**src/sv/multidim_array_address_store_assert.svh**
```systemverilog
// Assertion macros for the multi-dimensional array store.
`ifndef MULTIDIM_ARRAY_ADDRESS_STORE_ASSERT_SVH
`define MULTIDIM_ARRAY_ADDRESS_STORE_ASSERT_SVH

// Same-cycle implication, checked on clk, off during reset.
`define MAS_ASSERT_IMPL(lbl, ante, cons, msg) \
  lbl: assert property (@(posedge clk) disable iff (!rst_n) (ante) |-> (cons)) \
    else $error(msg);

// Next-cycle implication, checked on clk, off during reset.
`define MAS_ASSERT_NEXT(lbl, ante, cons, msg) \
  lbl: assert property (@(posedge clk) disable iff (!rst_n) (ante) |=> (cons)) \
    else $error(msg);

`endif

```
**src/sv/mad_pkg.sv**
```systemverilog
// Shared types, constants and codes for the multi-dimensional array store.
package mad_pkg;

  localparam int MAX_DIMS    = 4;
  localparam int STORE_DEPTH = 4096;
  localparam int DATA_WIDTH  = 32;

  localparam int NUM_BOUNDS = 4;
  localparam int NUM_INDEX  = 4;
  localparam int BOUND_W    = 8;
  localparam int IDX_W      = 8;
  localparam int NDIM_W     = 3;
  localparam int VAL_W      = 32;
  localparam int STAT_W     = 2;
  localparam int CFG_IDX_W  = 3;
  localparam int CFG_DATA_W = 8;

  localparam int ADDR_W = (STORE_DEPTH > 1) ? $clog2(STORE_DEPTH) : 1;
  localparam int PROD_W = ADDR_W + 1;
  localparam int DIM_W  = (MAX_DIMS > 1) ? $clog2(MAX_DIMS) : 1;
  localparam int TERM_W = PROD_W + IDX_W;
  localparam int OFF_W  = TERM_W + DIM_W;

  localparam logic [PROD_W-1:0] PROD_SAT = PROD_W'(STORE_DEPTH + 1);

  localparam logic [CFG_IDX_W-1:0] CFG_NUM_DIMS = 3'd0;
  localparam logic [CFG_IDX_W-1:0] CFG_BOUND_0  = 3'd1;

  localparam logic OP_READ  = 1'b0;
  localparam logic OP_WRITE = 1'b1;

  localparam logic [STAT_W-1:0] STAT_OK    = 2'd0;
  localparam logic [STAT_W-1:0] STAT_RANGE = 2'd1;
  localparam logic [STAT_W-1:0] STAT_SHAPE = 2'd2;

  typedef enum logic [1:0] {
    ST_IDLE,
    ST_ACC,
    ST_DONE
  } state_t;

  typedef struct packed {
    logic [NDIM_W-1:0]                 num_dims;
    logic [MAX_DIMS-1:0][BOUND_W-1:0]  bounds;
    logic [MAX_DIMS-1:0][PROD_W-1:0]   strides;
    logic                              too_large;
    logic                              busy;
  } shape_t;

endpackage

```
**src/sv/mad_shape.sv**
```systemverilog
// Shape registers and sequential stride derivation, one dimension per cycle.
module mad_shape (
  input  logic                            clk,
  input  logic                            rst_n,
  input  logic                            cfg_we,
  input  logic [mad_pkg::CFG_IDX_W-1:0]   cfg_index,
  input  logic [mad_pkg::CFG_DATA_W-1:0]  cfg_wdata,
  output mad_pkg::shape_t                 shape
);

  logic [mad_pkg::NDIM_W-1:0]                         num_dims_r;
  logic [mad_pkg::MAX_DIMS-1:0][mad_pkg::BOUND_W-1:0] bounds_r;
  logic [mad_pkg::MAX_DIMS-1:0][mad_pkg::PROD_W-1:0]  strides_r;
  logic                                               too_large_r;
  logic                                               start_r;
  logic                                               busy_r;
  logic [mad_pkg::DIM_W-1:0]                          cnt_r;
  logic [mad_pkg::PROD_W-1:0]                         prod_r;
  logic [mad_pkg::PROD_W+mad_pkg::BOUND_W-1:0]        prod_full;
  logic [mad_pkg::PROD_W-1:0]                         prod_sat;
  logic [mad_pkg::NDIM_W-1:0]                         nd_wr;

  assign nd_wr     = cfg_wdata[mad_pkg::NDIM_W-1:0];
  assign prod_full = prod_r * bounds_r[cnt_r];
  assign prod_sat  = (prod_full > (mad_pkg::PROD_W + mad_pkg::BOUND_W)'(mad_pkg::PROD_SAT)) ?
                     mad_pkg::PROD_SAT : prod_full[mad_pkg::PROD_W-1:0];

  always_ff @(posedge clk) begin
    if (!rst_n) begin
      num_dims_r  <= mad_pkg::NDIM_W'(1);
      for (int d = 0; d < mad_pkg::MAX_DIMS; d++) begin
        bounds_r[d]  <= mad_pkg::BOUND_W'(1);
        strides_r[d] <= (d == 0) ? mad_pkg::PROD_W'(1) : '0;
      end
      too_large_r <= 1'b0;
      start_r     <= 1'b0;
      busy_r      <= 1'b0;
      cnt_r       <= '0;
      prod_r      <= mad_pkg::PROD_W'(1);
    end else begin
      start_r <= cfg_we;
      if (cfg_we) begin
        if (cfg_index == mad_pkg::CFG_NUM_DIMS) begin
          if (nd_wr != '0 && int'(nd_wr) <= mad_pkg::MAX_DIMS) begin
            num_dims_r <= nd_wr;
          end
        end
        for (int d = 0; d < mad_pkg::MAX_DIMS; d++) begin
          if (d < mad_pkg::NUM_BOUNDS &&
              cfg_index == mad_pkg::CFG_BOUND_0 + mad_pkg::CFG_IDX_W'(d)) begin
            bounds_r[d] <= cfg_wdata[mad_pkg::BOUND_W-1:0];
          end
        end
      end
      if (start_r) begin
        strides_r <= '0;
        cnt_r     <= mad_pkg::DIM_W'(num_dims_r - mad_pkg::NDIM_W'(1));
        prod_r    <= mad_pkg::PROD_W'(1);
        busy_r    <= 1'b1;
      end else if (busy_r) begin
        strides_r[cnt_r] <= prod_r;
        prod_r           <= prod_sat;
        cnt_r            <= cnt_r - mad_pkg::DIM_W'(1);
        if (cnt_r == '0) begin
          busy_r      <= 1'b0;
          too_large_r <= (prod_sat > mad_pkg::PROD_W'(mad_pkg::STORE_DEPTH));
        end
      end
    end
  end

  always_comb begin
    shape.num_dims  = num_dims_r;
    shape.bounds    = bounds_r;
    shape.strides   = strides_r;
    shape.too_large = too_large_r;
    shape.busy      = start_r | busy_r;
  end

endmodule
```
**config.mk**
```make
export PLATFORM = sky130hd
export DESIGN_NAME = mad_shape
export DESIGN_NICKNAME = d
export VERILOG_FILES = /design/src/sv/multidim_array_address_store_assert.svh /design/src/sv/mad_pkg.sv /design/src/sv/mad_shape.sv
export SDC_FILE = /design/constraint.sdc
export NUM_CORES = 1
export LEC_CHECK = 0
export ABC_AREA = 0
export BUFFER_PORTS_ARGS = -buffer_cell sky130_fd_sc_hd__buf_2
export CELL_PAD_IN_SITES_DETAIL_PLACEMENT = 1
export CELL_PAD_IN_SITES_GLOBAL_PLACEMENT = 2
export CORE_ASPECT_RATIO = 2
export CORE_MARGIN = 2
export CORE_UTILIZATION = 35
export CTS_CLUSTER_SIZE = 30
export DETAILED_ROUTE_END_ITERATION = 16
export PLACE_DENSITY_LB_ADDON = 0.2
export SYNTH_ARGS = -nofsm -noshare
export SYNTH_HDL_FRONTEND = slang
export SYNTH_SLANG_ARGS = --single-unit
```
**constraint.sdc**
```tcl
create_clock -name clk -period 7 [get_ports clk]
set_clock_uncertainty 0.05 [all_clocks]
set_input_delay 1.4 -clock clk [delete_from_list [all_inputs] [get_ports clk]]
set_output_delay 1.4 -clock clk [all_outputs]
set_load 0.005 [all_outputs]
```
==> impl_metrics.ini <==
[clocking]
htreeDepth = 3
cts_inserted_buffers = 9
post_cts_buffers = 0
clock_insertion_delay_worst_skew_ns = 0.36
post_cts_hold_buffer_count = 0
clkSinkCount = 105
root_buffer = clkbuf_16
cts_resized = 0
clk_path_buf_depth = 2
clk_pin_slew_ns = 0.08
cts_tree = built

[placement]
portBuffers = 102
dp_hpwl_mm = 19.0
finalWeightedCongestion = 0.854

[power]
totalPowerFinal_uw = 1210
p_leak_uw = 0.00386
p_per_area_nw_per_um2 = 143
ir_drop_mv = 0.173

[timing]
tightestPinTransition_ns = 1.09
max_slew_headroom_pct = 27.2
fin_tns_setup_ns = 0
final_hold_viol_count = 0
number_of_max_slew_violations_in_the_final_report = 0
setup-violations-final = 0
timing.fmax_mhz = 155
post-route-period-util_pct = 92.0
setup_repair_after_global_routing_missed_its_margin = false
period_minus_slack_ns = 6.44

[synthesis]
post_synth_inst_count = 886
post-synth-top-area-fraction_pct = 28.0
post_synth_instance_area_um2 = 7520
synth_top_cells_by_area = dfxtp_1, fa_1, nand2_1
synth-warning-count = 0
synth_edf_count = 0
syn-num-nets = 1007
synth_ff_type = dfxtp_1
syn-mean-instance-area_um2 = 8.49
synth.lib_cells_used.distinct = 57
ys_ff_latch = 105
netlist.top_cell.by_area = dfxtp_1
async_reset_ff_share_pct = 0
seq_area_frac_synth_pct = 28.0

[route]
vias = 6307
drt-vias-per-instance = 5.14
detail-route-antenna-nets = 0
drt_iter0_markers = 170
route.detailed.wl_per_inst_um = 19.8
drt_wl_total_mm = 24.3
detailedRoute.firstPassIterationCount = 4
drt_drc_violations_left = 0

[flow_run]
maxCapViolCount = 0

[hold_path]
min_path_cells = 2
min-delay-path-class = register to register
worstHoldEndpoint = shape[42]
timing.hold.worst.start = shape[42]

[global_routing]
grt.overflow.total = 0
grt_max_degree = 55
grt_first_pass_wirelength_mm = 38.0
grt.total_usage_pct = 22.2
number_of_antenna_violations_at_the_first_check_in_global_routing = 0
vias_in_the_first_global_route = 6792

[finish]
drive_above_1_share_pct = 15.6
syn2layout_area_growth_pct = 12.7
net_count_reported_at_finish = 1075
insertedDiodeCount = 0
finalCoreUtilization_pct = 40.3

[setup_path]
timing.reg2reg.worst_path_depth = 18
arrival_time_at_the_worst_endpoint_ns = 6.69
path_max_fanout = 14
crit-reg2reg-capture = prod_r[1]
ff2ff_setup_slack_ns = 0.56
timing.critical_path.required_ns = 7.25
critical_path.reg2reg.startpoint = cnt_r[0]
setup.worst_path.end_class = register
startpoint_type = register
criticalPathCategory = register to register

[floorplanning]
die_width_um = 108
ioPinCount = 103
initial_core_util_pct = 35.8
floorplan.die.height_um = 211
fp.coreArea_um2 = 21000
fp_rows = 75
floorplan.die_area_um2 = 22700

[status]
run_status = finished clean
## where the power goes
| part | internal [uW] | switching, uW |
|---|---|---|
| Clock | 258 | 255 |
| Combinational | 30.2 | 56.6 |
| Sequential | 604 | 10.9 |
| Total | 893 | 322 |
## cell families (layout without fill, tap and decap cells)
family,after synthesis,in the layout,share of synthesized area [%]
AND/OR/NAND/NOR,352,352,21.5
AO/OA/AOI/OAI,155,155,13.5
buffers and inverters,137,210,7.59
adder cells (fa/ha/maj),107,107,24.4
flip-flops,105,105,28.0
XOR/XNOR,17,17,1.98
multiplexers,13,13,3.06
## state kept, by name, indices dropped and copies added, names as in the netlist
name         cells
start_r          1
shape           84
cnt_r            2
too_large_r      1
prod_r          13
num_dims_r       3
busy_r           1
## per-layer routing
metal | vias to the layer above | track usage (%) | wire, um
met5 | - | 0 | 0
met3 | 42 | 2.12 | 492
met1 | 3165 | 22.6 | 8680
met2 | 113 | 44.1 | 14200
met4 | 0 | 9.55 | 975
li1 | 2987 | - | -
## worst max-delay path, stage by stage (launching register included)
cell and delay, ns:
dfxtp_1 0.59, mux4_2 0.70, and2_1 0.23, fa_1 0.50, fa_1 0.52, fa_1 0.55
inv_1 0.06, fa_1 0.53, inv_1 0.04, ha_1 0.30, buf_4 0.17, a21oi_1 0.16
o21ai_2 0.12, a31oi_1 0.49, o21bai_1 0.14, xnor2_1 0.16, nor4_1 0.26, and3_1 0.52
a32o_1 0.26
## area by class of cell
class	count	area (um2)
fillers	2545	12500
repair buffers	112	586
clock inverters	5	48.8
inverters	82	308
well taps	269	337
clock buffers	11	243
flip-flops and latches	105	2100
multi-input cells	644	4850
## worst max-delay path by stage
| stage | cells past startpoint | to | from | slack [ns] |
|---|---|---|---|---|
| 2_1_floorplan | 23 | prod_r[10] | cnt_r[0] | 0.77 |
| 3_3_place_gp | 18 | prod_r[1] | cnt_r[0] | 0.66 |
| 3_5_place_dp | 18 | prod_r[8] | cnt_r[0] | 0.59 |
| 4_1_cts | 18 | prod_r[1] | cnt_r[0] | 0.54 |
| 5_1_grt | 18 | prod_r[1] | cnt_r[0] | 0.23 |
| 6_report | 18 | prod_r[1] | cnt_r[0] | 0.56 |
## layout by cell type (no fill, tap or decap), drive strengths merged, types with 3 or more instances in the layout
master	instances
or2	4
a32o	10
clkinv	3
xnor2	8
nor3	5
o21ai	15
nand2b	3
a21oi	69
o21a	3
a211oi	4
mux4	8
o21bai	3
fa	66
a21o	4
mux2i	5
and3	5
dfxtp	105
xor2	9
and2	76
a31oi	6
nor2b	7
buf	112
nand3	10
nor2	17
inv	83
a21boi	28
clkbuf	11
nand2	218
ha	41
## through the flow
| stage | area (um2) | worst slack (ns) | hold WS, ns | instances |
|---|---|---|---|---|
| after floorplan | 7520 | 0.772 | 0.401 | 886 |
| after global placement | 8180 | 0.658 | 0.391 | 1212 |
| after detailed placement | 8180 | 0.594 | 0.397 | 1212 |
| after CTS | 8470 | 0.541 | 0.407 | 1228 |
| after global routing | 8470 | 0.230 | 0.419 | 1228 |
| final | 8470 | 0.560 | 0.404 | 1228 |
## Yosys cell counts (2+ instances only)
master / number
a211oi_1: 4
a21boi_0: 28
a21o_1: 4
a21oi_1: 69
a31oi_1: 6
a32o_1: 10
and2_1: 75
and3_1: 5
buf_4: 2
clkbuf_1: 46
clkbuf_8: 2
dfxtp_1: 105
fa_1: 66
ha_1: 41
inv_1: 81
mux2i_1: 5
mux4_2: 8
nand2_1: 218
nand2b_1: 3
nand3_1: 10
nor2_1: 16
nor2b_1: 7
nor3_1: 4
o21a_1: 3
o21ai_0: 14
o21bai_1: 3
o311a_1: 2
or2_2: 4
or3_1: 2
xnor2_1: 8
xor2_1: 9
No activity file was read; power rests on OpenSTA's default activity.
